**src/hdl/i2c_register_access_master_defines.svh**
```systemverilog
// ----------------------------------------------------------------------------
// I2C register access master: assertion macros
// Shared concurrent assertion forms used by the RTL of this block.
// ----------------------------------------------------------------------------
`ifndef I2C_REGISTER_ACCESS_MASTER_DEFINES_SVH
`define I2C_REGISTER_ACCESS_MASTER_DEFINES_SVH

// The consequent must hold in the same cycle as the antecedent.
`define I2CRA_ASSERT_SAME(label, clk, rst_n, ante, cons) \
    label: assert property (@(posedge clk) disable iff (!(rst_n)) (ante) |-> (cons)) \
        else $error("i2cra assertion failed");

// The consequent must hold in the cycle after the antecedent.
`define I2CRA_ASSERT_NEXT(label, clk, rst_n, ante, cons) \
    label: assert property (@(posedge clk) disable iff (!(rst_n)) (ante) |=> (cons)) \
        else $error("i2cra assertion failed");

`endif

```
**src/hdl/i2cra_pkg.sv**
```systemverilog
// ----------------------------------------------------------------------------
// I2C register access master: package
// Request and result types, opcodes and sequencer phases.
// ----------------------------------------------------------------------------
package i2cra_pkg;

    localparam logic [1:0] OP_TICK  = 2'd0;
    localparam logic [1:0] OP_WRITE = 2'd1;
    localparam logic [1:0] OP_READ  = 2'd2;

    localparam logic [7:0] ACK_POLL_LIMIT_RESET = 8'd255;
    localparam logic [3:0] BITS_PER_BYTE        = 4'd8;

    typedef enum logic [4:0] {
        PH_IDLE      = 5'd0,
        PH_ST_SDA    = 5'd1,
        PH_ST_SCL    = 5'd2,
        PH_D0_LOW    = 5'd3,
        PH_D0_HIGH   = 5'd4,
        PH_D0_WAIT   = 5'd5,
        PH_R_LOW     = 5'd6,
        PH_R_HIGH    = 5'd7,
        PH_R_WAIT    = 5'd8,
        PH_W_LOW     = 5'd9,
        PH_W_HIGH    = 5'd10,
        PH_W_WAIT    = 5'd11,
        PH_RS_HIGH   = 5'd12,
        PH_RS_SDA    = 5'd13,
        PH_RS_SCL    = 5'd14,
        PH_D1_LOW    = 5'd15,
        PH_D1_HIGH   = 5'd16,
        PH_D1_WAIT   = 5'd17,
        PH_RD_PREP   = 5'd18,
        PH_RD_HIGH   = 5'd19,
        PH_RD_SAMPLE = 5'd20,
        PH_NACK_HIGH = 5'd21,
        PH_NACK_LOW  = 5'd22,
        PH_SP_LOW    = 5'd23,
        PH_SP_SCL    = 5'd24,
        PH_SP_SDA    = 5'd25
    } phase_t;

    typedef struct packed {
        logic [1:0] opcode;
        logic [7:0] device_byte;
        logic [7:0] register_address;
        logic [7:0] write_data;
        logic       sda_level;
    } in_item_t;

    typedef struct packed {
        logic       scl_level;
        logic       sda_level_out;
        logic       busy_res;
        logic       done_res;
        logic [7:0] read_data;
    } out_item_t;

    // Request handed from the input side to the sequencer.
    typedef struct packed {
        logic       accept;
        logic [7:0] ack_poll_limit;
    } seq_ctrl_t;

endpackage

```
**src/hdl/i2cra_seq.sv**
```systemverilog
// ----------------------------------------------------------------------------
// I2C register access master: sequencer
// Holds the bus state and computes one step per accepted request.
// ----------------------------------------------------------------------------
module i2cra_seq (
    input  logic                aclk,
    input  logic                aresetn,
    input  i2cra_pkg::seq_ctrl_t ctrl,
    input  i2cra_pkg::in_item_t  item,
    output i2cra_pkg::out_item_t result
);
    import i2cra_pkg::*;

    phase_t     phase_reg, phase_next;
    logic [3:0] bit_count_reg, bit_count_next;
    logic [7:0] shift_byte_reg, shift_byte_next;
    logic       cmd_read_reg, cmd_read_next;
    logic [7:0] cmd_device_reg, cmd_device_next;
    logic [7:0] cmd_register_reg, cmd_register_next;
    logic [7:0] cmd_data_reg, cmd_data_next;
    logic [7:0] poll_count_reg, poll_count_next;
    logic [7:0] received_reg, received_next;
    logic       scl_reg, scl_next;
    logic       sda_reg, sda_next;
    logic       done;
    logic       ack_done;

    always_ff @(posedge aclk) begin
        if (!aresetn) begin
            phase_reg        <= PH_IDLE;
            bit_count_reg    <= '0;
            shift_byte_reg   <= '0;
            cmd_read_reg     <= 1'b0;
            cmd_device_reg   <= '0;
            cmd_register_reg <= '0;
            cmd_data_reg     <= '0;
            poll_count_reg   <= '0;
            received_reg     <= '0;
            scl_reg          <= 1'b1;
            sda_reg          <= 1'b1;
        end else begin
            phase_reg        <= phase_next;
            bit_count_reg    <= bit_count_next;
            shift_byte_reg   <= shift_byte_next;
            cmd_read_reg     <= cmd_read_next;
            cmd_device_reg   <= cmd_device_next;
            cmd_register_reg <= cmd_register_next;
            cmd_data_reg     <= cmd_data_next;
            poll_count_reg   <= poll_count_next;
            received_reg     <= received_next;
            scl_reg          <= scl_next;
            sda_reg          <= sda_next;
        end
    end

    // An acknowledge slot ends on a low SDA or once the poll limit is reached.
    assign ack_done = !item.sda_level || (poll_count_reg >= ctrl.ack_poll_limit);

    always_comb begin
        phase_next        = phase_reg;
        bit_count_next    = bit_count_reg;
        shift_byte_next   = shift_byte_reg;
        cmd_read_next     = cmd_read_reg;
        cmd_device_next   = cmd_device_reg;
        cmd_register_next = cmd_register_reg;
        cmd_data_next     = cmd_data_reg;
        poll_count_next   = poll_count_reg;
        received_next     = received_reg;
        scl_next          = scl_reg;
        sda_next          = sda_reg;
        done              = 1'b0;

        if (ctrl.accept && item.opcode == OP_TICK) begin
            unique case (phase_reg) inside
                PH_ST_SDA: begin
                    scl_next   = 1'b1;
                    sda_next   = 1'b0;
                    phase_next = PH_ST_SCL;
                end
                PH_ST_SCL: begin
                    scl_next        = 1'b0;
                    sda_next        = 1'b0;
                    shift_byte_next = cmd_device_reg;
                    bit_count_next  = '0;
                    phase_next      = PH_D0_LOW;
                end
                // Low half of a data bit, or SDA release before the acknowledge.
                PH_D0_LOW, PH_R_LOW, PH_W_LOW, PH_D1_LOW: begin
                    scl_next = 1'b0;
                    if (bit_count_reg < BITS_PER_BYTE) begin
                        sda_next        = shift_byte_reg[7];
                        shift_byte_next = {shift_byte_reg[6:0], 1'b0};
                    end else begin
                        sda_next = 1'b1;
                    end
                    phase_next = phase_t'(phase_reg + 5'd1);
                end
                // High phases sit between their low and wait phases.
                PH_D0_HIGH, PH_R_HIGH, PH_W_HIGH, PH_D1_HIGH: begin
                    scl_next = 1'b1;
                    if (bit_count_reg < BITS_PER_BYTE) begin
                        bit_count_next = bit_count_reg + 4'd1;
                        phase_next     = phase_t'(phase_reg - 5'd1);
                    end else begin
                        poll_count_next = '0;
                        phase_next      = phase_t'(phase_reg + 5'd1);
                    end
                end
                PH_D0_WAIT, PH_R_WAIT, PH_W_WAIT, PH_D1_WAIT: begin
                    if (!ack_done) begin
                        poll_count_next = poll_count_reg + 8'd1;
                        scl_next        = 1'b1;
                    end else begin
                        poll_count_next = '0;
                        scl_next        = 1'b0;
                        unique case (phase_reg) inside
                            PH_D0_WAIT: begin
                                shift_byte_next = cmd_register_reg;
                                bit_count_next  = '0;
                                phase_next      = PH_R_LOW;
                            end
                            PH_R_WAIT: begin
                                if (cmd_read_reg) begin
                                    phase_next = PH_RS_HIGH;
                                end else begin
                                    shift_byte_next = cmd_data_reg;
                                    bit_count_next  = '0;
                                    phase_next      = PH_W_LOW;
                                end
                            end
                            PH_W_WAIT: phase_next = PH_SP_LOW;
                            default:   phase_next = PH_RD_PREP;
                        endcase
                    end
                end
                PH_RS_HIGH: begin
                    scl_next   = 1'b1;
                    sda_next   = 1'b1;
                    phase_next = PH_RS_SDA;
                end
                PH_RS_SDA: begin
                    scl_next   = 1'b1;
                    sda_next   = 1'b0;
                    phase_next = PH_RS_SCL;
                end
                PH_RS_SCL: begin
                    scl_next        = 1'b0;
                    sda_next        = 1'b0;
                    shift_byte_next = cmd_device_reg + 8'd1;
                    bit_count_next  = '0;
                    phase_next      = PH_D1_LOW;
                end
                PH_RD_PREP: begin
                    scl_next        = 1'b0;
                    sda_next        = 1'b1;
                    shift_byte_next = '0;
                    bit_count_next  = '0;
                    phase_next      = PH_RD_HIGH;
                end
                PH_RD_HIGH, PH_NACK_HIGH: begin
                    scl_next   = 1'b1;
                    sda_next   = 1'b1;
                    phase_next = phase_t'(phase_reg + 5'd1);
                end
                PH_RD_SAMPLE: begin
                    shift_byte_next = {shift_byte_reg[6:0], item.sda_level};
                    scl_next        = 1'b0;
                    sda_next        = 1'b1;
                    bit_count_next  = bit_count_reg + 4'd1;
                    phase_next      = (bit_count_next >= BITS_PER_BYTE) ? PH_NACK_HIGH
                                                                        : PH_RD_HIGH;
                end
                PH_NACK_LOW: begin
                    scl_next   = 1'b0;
                    sda_next   = 1'b1;
                    phase_next = PH_SP_LOW;
                end
                PH_SP_LOW: begin
                    scl_next   = 1'b0;
                    sda_next   = 1'b0;
                    phase_next = PH_SP_SCL;
                end
                PH_SP_SCL: begin
                    scl_next   = 1'b1;
                    sda_next   = 1'b0;
                    phase_next = PH_SP_SDA;
                end
                PH_SP_SDA: begin
                    scl_next       = 1'b1;
                    sda_next       = 1'b1;
                    received_next  = cmd_read_reg ? shift_byte_reg : received_reg;
                    bit_count_next = '0;
                    phase_next     = PH_IDLE;
                    done           = 1'b1;
                end
                default: begin
                end
            endcase
        end else if (ctrl.accept && phase_reg == PH_IDLE &&
                     (item.opcode == OP_WRITE || item.opcode == OP_READ)) begin
            cmd_read_next     = (item.opcode == OP_READ);
            cmd_device_next   = item.device_byte;
            cmd_register_next = item.register_address;
            cmd_data_next     = item.write_data;
            bit_count_next    = '0;
            poll_count_next   = '0;
            scl_next          = 1'b1;
            sda_next          = 1'b1;
            phase_next        = PH_ST_SDA;
        end
    end

    assign result.scl_level     = scl_next;
    assign result.sda_level_out = sda_next;
    assign result.busy_res      = (phase_next != PH_IDLE);
    assign result.done_res      = done;
    assign result.read_data     = received_next;

endmodule

```
**src/hdl/i2cra_out_stage.sv**
```systemverilog
// ----------------------------------------------------------------------------
// I2C register access master: result register
// Holds one result until the receiver takes it; can load the next one in the cycle it is taken.
// ----------------------------------------------------------------------------
module i2cra_out_stage (
    input  logic                 aclk,
    input  logic                 aresetn,
    input  logic                 load,
    input  i2cra_pkg::out_item_t load_data,
    output logic                 can_load,
    output logic                 m_valid,
    input  logic                 m_ready,
    output i2cra_pkg::out_item_t m_data
);
    import i2cra_pkg::*;

    logic      valid_reg, valid_next;
    out_item_t data_reg, data_next;

    assign can_load   = !valid_reg || m_ready;
    assign valid_next = load || (valid_reg && !m_ready);
    assign data_next  = load ? load_data : data_reg;

    always_ff @(posedge aclk) begin
        if (!aresetn) begin
            valid_reg <= 1'b0;
        end else begin
            valid_reg <= valid_next;
        end
    end

    always_ff @(posedge aclk) begin
        data_reg <= data_next;
    end

    assign m_valid = valid_reg;
    assign m_data  = data_reg;

endmodule

```
**src/hdl/i2c_register_access_master.sv**
```systemverilog
// ----------------------------------------------------------------------------
// I2C register access master
// Runs one register write or read on an I2C bus, one half-bit per tick.
// ----------------------------------------------------------------------------
// Usage:
//   s_valid/s_ready/s_data carry requests: a write or read command, or a
//   half-bit tick with the sampled SDA level. Commands while busy are ignored.
//   m_valid/m_ready/m_data carry one result per request: the SCL and SDA pin
//   levels to drive, busy, done on the tick that finishes the stop condition,
//   and the byte from the last finished read.
//   cfg_valid/cfg_ready/cfg_wdata write the acknowledge poll limit; write it
//   only while no request is outstanding. cfg_ready is always high.
// Timing:
//   A result appears in the cycle after its request is accepted. One request
//   is accepted per cycle while s_ready is high; the sequencer step is a
//   single pass of logic between the bus state and result registers.
// Reset and stall:
//   Reset returns to idle with both pins released and the limit at 255.
//   While a result waits in the result register, s_ready stays high only
//   if m_ready is high in that cycle, so nothing is lost or repeated.
// ----------------------------------------------------------------------------
module i2c_register_access_master (
    input  logic                 aclk,
    input  logic                 aresetn,
    input  logic                 s_valid,
    output logic                 s_ready,
    input  i2cra_pkg::in_item_t  s_data,
    output logic                 m_valid,
    input  logic                 m_ready,
    output i2cra_pkg::out_item_t m_data,
    input  logic                 cfg_valid,
    output logic                 cfg_ready,
    input  logic [7:0]           cfg_wdata
);
    import i2cra_pkg::*;

    `include "i2c_register_access_master_defines.svh"

    logic [7:0] limit_reg, limit_next;
    seq_ctrl_t  ctrl;
    out_item_t  step_result;
    logic       can_load;
    logic       accept;

    assign cfg_ready  = 1'b1;
    assign limit_next = (cfg_valid && cfg_ready) ? cfg_wdata : limit_reg;

    always_ff @(posedge aclk) begin
        if (!aresetn) begin
            limit_reg <= ACK_POLL_LIMIT_RESET;
        end else begin
            limit_reg <= limit_next;
        end
    end

    assign s_ready = can_load;
    assign accept  = s_valid && can_load;

    assign ctrl.accept         = accept;
    assign ctrl.ack_poll_limit = limit_reg;

    i2cra_seq u_seq (
        .aclk    (aclk),
        .aresetn (aresetn),
        .ctrl    (ctrl),
        .item    (s_data),
        .result  (step_result)
    );

    i2cra_out_stage u_out (
        .aclk      (aclk),
        .aresetn   (aresetn),
        .load      (accept),
        .load_data (step_result),
        .can_load  (can_load),
        .m_valid   (m_valid),
        .m_ready   (m_ready),
        .m_data    (m_data)
    );

    `I2CRA_ASSERT_NEXT(a_accept_gives_result, aclk, aresetn, s_valid && s_ready, m_valid)
    `I2CRA_ASSERT_SAME(a_done_not_busy, aclk, aresetn, m_valid && m_data.done_res, !m_data.busy_res)
    `I2CRA_ASSERT_SAME(a_done_pins_released, aclk, aresetn, m_valid && m_data.done_res, m_data.scl_level && m_data.sda_level_out)

endmodule
```
**config.mk**
```make
export PLATFORM = sky130hd
export DESIGN_NAME = i2c_register_access_master
export DESIGN_NICKNAME = d
export VERILOG_FILES = /design/src/hdl/i2cra_pkg.sv /design/src/hdl/i2cra_seq.sv /design/src/hdl/i2cra_out_stage.sv /design/src/hdl/i2c_register_access_master.sv
export VERILOG_INCLUDE_DIRS = /design/src /design/src/hdl
export SDC_FILE = /design/constraint.sdc
export NUM_CORES = 1
export LEC_CHECK = 0
export BUFFER_PORTS_ARGS = -buffer_cell sky130_fd_sc_hd__buf_2
export CAP_MARGIN = 20
export CORE_MARGIN = 2
export CORE_UTILIZATION = 45
export CTS_BUF_LIST = sky130_fd_sc_hd__clkbuf_8 sky130_fd_sc_hd__clkbuf_16
export DETAILED_ROUTE_END_ITERATION = 8
export GPL_ROUTABILITY_DRIVEN = 0
export HOLD_SLACK_MARGIN = 0.15
export PLACE_DENSITY_LB_ADDON = 0.2
export SYNTH_ARGS = -nofsm -noshare
export SYNTH_HDL_FRONTEND = slang
export SYNTH_SLANG_ARGS = --single-unit
export TNS_END_PERCENT = 50
```
**constraint.sdc**
```tcl
create_clock -name aclk -period 3.9 [get_ports aclk]
set_clock_uncertainty 0.1 [all_clocks]
set_input_delay 0.195 -clock aclk [delete_from_list [all_inputs] [get_ports aclk]]
set_output_delay 0.195 -clock aclk [all_outputs]
set_load 0.02 [all_outputs]
```
* Word-level counts from Yosys, hierarchy flattened
Cells that the tools add are included.
** Operators by class
- Add/subtract/negate cells :: 5
- $lt $le $gt $ge :: 3
- Equality and inequality tests :: 38
- Mux-type cells :: 37
- Bitwise gates (word level) :: 1
- Reductions and logical operators :: 30
** Operators with widths (count)
- two-way mux 8 bit :: 10
- one-hot mux 5 bit (14 select lines) :: 1
- equality test 5 bit (second input constant) :: 10
- one-hot mux 8 bit (6 select lines) :: 1
- equality test 5 x 4 -> 1 bit (second input constant) :: 8
- one-hot mux 8 bit (2 select lines) :: 2
- equality test 5 x 3 -> 1 bit (second input constant) :: 4
- two-way mux 4 bit :: 5
- two-way mux 5 bit :: 4
- adder 8 x 1 -> 8 bit (second input constant) :: 2
- one-hot mux 4 bit (4 select lines) :: 1
- OR reduction 4 bit :: 4
- one-hot mux 5 bit (3 select lines) :: 1
- inequality test 3 bit (second input constant) :: 4
- AND reduction 6 bit :: 2
- OR reduction 6 bit :: 2
- OR reduction 11 bit :: 1
- equality test 5 x 2 -> 1 bit (second input constant) :: 2
- OR reduction 10 bit :: 1
- >= comparator 8 bit :: 1
- inequality test 4 bit (second input constant) :: 2
- one-hot mux 4 bit (2 select lines) :: 1
- two-way mux 1 bit :: 7
- OR reduction 7 bit :: 1
- other kinds (25) :: 37
** Storage, ports and cells
- Register bits after elaboration :: 81
- Bits of input ports :: 40
- Output and inout port bits :: 15
- Logic and storage cells :: 132

* Longest topological paths before layout
Gate-level depths: netlist of the first run.
- Depth in word-level cells :: 8
- Mapped depth :: 13
- Mapped depth without buffers :: 9

* Cells and area by module
A second synthesis of the first run with hierarchy kept.
** Second synthesis, totals
- Cell total of the unflattened synthesis :: 551
- Area total of the unflattened synthesis :: 4818.4 um2
** Modules (own cells, without submodules)
- i2cra_seq :: times used 1, cells each 506, area an instance 4106.4 um2, seq. area each 1201.2 um2
- i2cra_out_stage :: times used 1, cells each 16, area an instance 409.1 um2, seq. area each 380.4 um2
- i2c_register_access_master :: times used 1, cells each 29, area an instance 302.8 um2, seq. area each 160.2 um2

* Worst setup path before layout of the first run
OpenSTA, ideal clock, no wires.
- Path type :: reg2reg
- From :: register u_seq.phase_reg[2]
- To :: register u_out.data_reg, in the netlist u_out.m_data[9], data pin
- Setup time :: 0.273 ns
- Data arrival time :: 2.490 ns
- Required time :: 3.527 ns
- Path slack :: 1.037 ns
- Stages on the path, launching flop included :: 12
- Buffers on the path :: 4
- Clock period less this slack :: 2.863 ns
- Cell sequence :: dfxtp_1 -> buf_4 -> buf_4 -> buf_2 -> buf_2 -> and3_1 -> ha_1 -> nor3_1 -> a41oi_2 -> a2bb2oi_1 -> a222oi_1 -> nand4_1
** RTL lines
- start, declared :: line i2cra_seq.sv:14 : phase_t phase_reg, phase_next;
- start signal, assigned :: line i2cra_seq.sv:42 : phase_reg <= phase_next;
- end signal, assigned :: line i2cra_out_stage.sv:33 : data_reg <= data_next;
- end, declared :: line i2cra_out_stage.sv:18 : out_item_t data_reg, data_next;

==> flow_summary.json, run 1 <==
{
  "drtIter0Drc": 330,
  "worstPathRequired_ps": 3890,
  "drv_cap": 0,
  "rows": 37,
  "p_total_mw": 1.80,
  "hold_viol_final": 0,
  "status": "complete, no violations",
  "syn-cell-area_sq_mm": 0.00472,
  "regArea_sq_mm": 0.00174,
  "synthCells": 560,
  "tritoncts": "done",
  "grt_max_degree": 29,
  "chipHeight_microns": 106,
  "yosysSeqAreaShare_pct": 36.9,
  "timing.rr.end": "u_out.m_data[9]",
  "drive_gt1_share_pct": 16.3,
  "grt_pass1_wl_microns": 21200,
  "antenna_found_initial": 0,
  "first_pass_iters": 5,
  "multi_input_area_sq_mm": 0.00271,
  "drt-total-wl_microns": 13100,
  "period_minus_slack_ps": 3290,
  "vias_per_cell": 5.76,
  "grt_pass1_vias": 4194,
  "hold_class": "primary input to flop",
  "cp-end-kind": "flop",
  "dp_hpwl_microns": 8800,
  "r2r_start": "u_seq.phase_reg[4]",
  "ys_top_cells_by_count": "nand2_1 (91), dfxtp_1 (69), a21oi_1 (51), nor2_1 (36), inv_1 (23)",
  "slew_violations": 0,
  "nFillCells": 935,
  "io_pins": 55,
  "tightest_slew_ps": 802,
  "tns_ps": 0,
  "setup_violations": 0,
  "ys_warn_count": 0,
  "whs_endpoint": "u_seq.cmd_read_reg",
  "synth_fp_nets": 619,
  "path_clk_slew_ps": 100,
  "syn_avg_cell_area_sq_um": 8.43,
  "min_from": "s_data[26]",
  "dieArea_sq_mm": 0.0113,
  "worstSetupStartpointType": "flop",
  "clock-sinks": 81,
  "synthDistinctLibCells": 72,
  "async_reset_ff_share_pct": 0,
  "grt-ovfl-total": 0,
  "io_buffers": 53,
  "fin_nets": 705,
  "cts_resized": 0,
  "vias": 4530,
  "clockBufferDepth": 2,
  "track_usage_pct": 23.4,
  "synth_top_cell_area_share_pct": 29.3,
  "yosysMostFrequentCell": "nand2_1",
  "initial_utilization_pct": 45.9,
  "slew_headroom_pct": 46.5,
  "path_class": "flop to flop",
  "worstRegToRegCells": 7,
  "dieWidth_microns": 106,
  "core_area_sq_mm": 0.0103,
  "ys.flop_type": "dfxtp_1",
  "cts_buffers": 9,
  "crit_arrival_ps": 3280,
  "synth_edf_count": 12,
  "synth_area_leaders": "dfxtp_1 (29%), edfxtp_1 (7.6%), nand2_1 (7.2%)",
  "final.period_utilization_pct": 84.4,
  "antenna_left": 0,
  "postCtsSetupBuffers": 0,
  "hold_depth": 4,
  "ys_ff_latch": 81,
  "yosysTopAreaCell": "dfxtp_1",
  "p_per_area_mw_per_mm2": 313,
  "routedWlPerCell_microns": 16.6,
  "area_growth_pct": 21.9,
  "largest_register_ffs": 12,
  "post-route-cell-area_sq_mm": 0.00575,
  "antenna-diode-count": 0,
  "holdBufCountCts": 50,
  "max-vdd-ir-drop_mv": 0.172,
  "drc": 0,
  "p_leak_nw": 2.20,
  "cts_root_buf": "clkbuf_8",
  "fmax_mhz": 304,
  "cp_max_fo": 24,
  "rsz0062_at_grt": "false",
  "reg2reg_slack_ps": 610,
  "htree_levels": 3,
  "placedInstanceArea_sq_mm": 0.00504,
  "clock_latency_ps": 360
}
==> through the flow <==
stage	util (%)	worst slack (ps)	instances	hold slack, ps
after detailed placement	49.1	750	721	315
after floorplan	-	1040	560	221
after global routing	56.0	422	787	187
final	56.0	609	787	164
after CTS	56.0	718	787	154
after global placement	49.1	821	721	317
==> kinds of logic after synthesis <==
kind of cell / count (synthesis) / synth area share (%)
buffers and inverters: 61 / 5.78
other: 1 / 0.0794
adder cells (fa/ha/maj): 19 / 5.04
AO/OA/AOI/OAI: 156 / 24.2
multiplexers: 11 / 2.57
AND/OR/NAND/NOR: 215 / 22.5
flip-flops: 81 / 36.9
XOR/XNOR: 16 / 2.97
==> placed cells by master, fill, tap and decap left out, types with 8 or more instances in the layout <==
cell / count
mux2_2: 9
inv_1: 23
dfxtp_1: 69
o21ai_0: 19
edfxtp_1: 12
nand4_1: 16
dlygate4sd3_1: 50
xnor2_1: 8
and2_1: 10
xor2_1: 8
nand2_1: 91
nand2b_1: 8
nor2_1: 36
a21oi_1: 51
buf_4: 9
ha_1: 19
buf_2: 53
clkbuf_8: 9
o211ai_1: 12
nand3_1: 12
==> worst max-delay path: stages, from the launching register on <==
cell and delay, ps:
dfxtp_1 840, inv_2 240, ha_1 370, nor3_1 450
a41oi_2 330, a2bb2oi_1 220, a222oi_1 340, nand4_1 120
==> worst max path at each step <==
stage | from | end | slack (ps) | depth (start not counted)
after floorplan | u_seq.phase_reg[2] | u_out.m_data[9] | 1040 | 11
after global placement | u_seq.phase_reg[3] | u_out.m_data[9] | 820 | 8
after detailed placement | u_seq.phase_reg[4] | u_out.m_data[9] | 750 | 7
after CTS | u_seq.phase_reg[4] | u_out.m_data[9] | 720 | 7
after global routing | u_seq.phase_reg[0] | u_seq.shift_byte_reg[6] | 420 | 9
final | u_seq.phase_reg[4] | u_out.m_data[9] | 610 | 7
==> metal layers <==
layer  GRT usage (%)  wire length, microns  vias up
met5               0                     0        -
met4            9.65                   422        0
met3            3.56                   856       38
met2            37.5                  6020      195
met1            31.6                  5760     2091
li1                -                     -     2206
==> layout make-up <==
type / instances / share of cell area [%]
clock buffer: 9 / 2.15
tap: 136 / 2.96
inverter: 24 / 1.57
clock inverter: 7 / 1.54
timing repair buffer: 112 / 14.5
multi-input combinational: 418 / 47.0
sequential: 81 / 30.3
==> where the power goes <==
part	internal [mW]	switching, mW	leakage (nW)
Combinational	0.111	0.142	1.42
Sequential	0.874	0.0202	0.675
Clock	0.308	0.345	0.103
Total	1.29	0.507	2.20
Power figures use the tool's default switching activity.
==> inputs of run 2 (changes only) <==
Clock period 3.9 ns to 3 ns, I/O delays scaled along.
==> flow_summary.json, run 2 (synthesis results as in run 1) <==
{
  "cp-end-kind": "flop",
  "vias": 4667,
  "slew_violations": 0,
  "placedInstanceArea_sq_mm": 0.00527,
  "dieWidth_microns": 106,
  "grt_pass1_wl_microns": 21900,
  "slew_headroom_pct": 66.2,
  "p_per_area_mw_per_mm2": 400,
  "cp_max_fo": 6,
  "track_usage_pct": 24.5,
  "antenna_found_initial": 0,
  "dp_hpwl_microns": 9450,
  "multi_input_area_sq_mm": 0.00271,
  "drive_gt1_share_pct": 20.5,
  "period_minus_slack_ps": 2910,
  "post-route-cell-area_sq_mm": 0.00603,
  "crit_arrival_ps": 2910,
  "fin_ws_ps": 94.1,
  "dieArea_sq_mm": 0.0113,
  "fin_nets": 737,
  "worstPathRequired_ps": 3000,
  "worstSetupStartpointType": "flop",
  "path_clk_slew_ps": 100,
  "drv_cap": 0,
  "area_growth_pct": 27.8,
  "grt-ovfl-total": 0,
  "final.period_utilization_pct": 96.9,
  "status": "complete, no violations",
  "drt-total-wl_microns": 13600,
  "hold_viol_final": 0,
  "grt_pass1_vias": 4446,
  "final_util_pct": 58.7,
  "cpMaxStageDelayCell": "or4_1",
  "htree_levels": 3,
  "final_common_cell": "nand2_1",
  "vias_per_cell": 5.70,
  "clock_latency_ps": 360,
  "max-vdd-ir-drop_mv": 0.252,
  "initial_utilization_pct": 45.9,
  "clock-sinks": 81,
  "slowest_delay_ps": 440,
  "drc": 0,
  "tightest_slew_ps": 501,
  "tritoncts": "done",
  "path_class": "flop to flop",
  "grt_max_degree": 39,
  "drtIter0Drc": 455,
  "nFillCells": 889,
  "chipHeight_microns": 106,
  "hold_class": "primary input to flop",
  "first_pass_iters": 7,
  "cts_root_buf": "clkbuf_8",
  "clockBufferDepth": 2,
  "regArea_sq_mm": 0.00174,
  "io_pins": 55,
  "core_area_sq_mm": 0.0103,
  "setup_violations": 0,
  "worstPathCellList": "inv_1, ha_1, nand2b_1, a21oi_1, a2111oi_4, nor2b_1, or4_1, a221oi_2, nand4_1",
  "antenna-diode-count": 0,
  "fmax_mhz": 344,
  "p_leak_nw": 2.37,
  "routedWlPerCell_microns": 16.6,
  "cts_buffers": 9,
  "io_buffers": 53,
  "rows": 37,
  "final_cell_mix": "nand2_1 (91), dfxtp_1 (68), buf_2 (53), a21oi_1 (51), dlygate4sd3_1 (51)",
  "pre_cts_slack_ps": 28.7,
  "antenna_left": 0,
  "largest_register_ffs": 12,
  "holdWs_ps": 158,
  "p_total_mw": 2.41
}
[run 2: worst paths after layout]
path	from	endpoint	slack (ps)	cells past startpoint
setup / recovery	u_seq.phase_reg[0]	u_out.m_data[9]	90	9
hold / removal	s_data[25]	u_seq.cmd_read_reg	160	5
setup reg to reg	u_seq.phase_reg[0]	u_out.m_data[9]	90	9
hold reg to reg	u_seq.cmd_data_reg[1]	u_seq.cmd_data_reg[1]	360	2
[run 2: per-layer routing]
metal / GRT usage [%] / routed length [microns] / vias to the layer above
met5: 0 / 0 / -
met2: 39.6 / 6340 / 207
met1: 32.8 / 5970 / 2167
met3: 4.60 / 958 / 25
met4: 8.63 / 293 / 0
li1: - / - / 2268
[run 2: repair_timing]
| item | in CTS | in global routing |
|---|---|---|
| buffers inserted | 0 | 2 |
| resized for setup | 0 | 3 |
| hold buffers | 51 | 0 |
| endpoints found under the hold margin | 34 | 0 |
| endpoints found under the setup margin | 0 | 10 |
[run 2: worst max-delay path, delay by kind of cell, from the launching register on]
kind	cells	cell delay, ps
AOI/OAI and AO/OA	3	900
and+or+nand+nor	4	810
DFF	1	410
adders and majority gates	1	310
buffers and inverters	1	140
[run 2: power breakdown]
| group | switching (mW) | leakage, nW | internal (mW) |
|---|---|---|---|
| Combinational | 0.191 | 1.58 | 0.156 |
| Sequential | 0.0232 | 0.676 | 1.14 |
| Clock | 0.454 | 0.112 | 0.453 |
[run 2: cell type report]
type	instances	share of cell area, %
clock buffers	10	2.47
clock inverters	6	1.29
inverters	24	1.49
multi-input cells	418	45.0
flip-flops and latches	81	28.9
well taps	136	2.82
repair buffers	144	18.0
[run 2: stage by stage]
stage,setup TNS (ps),instances
floorplan,0,560
global placement,0,750
detailed placement,0,750
CTS,0,817
global route,-14.0,819
finish,0,819
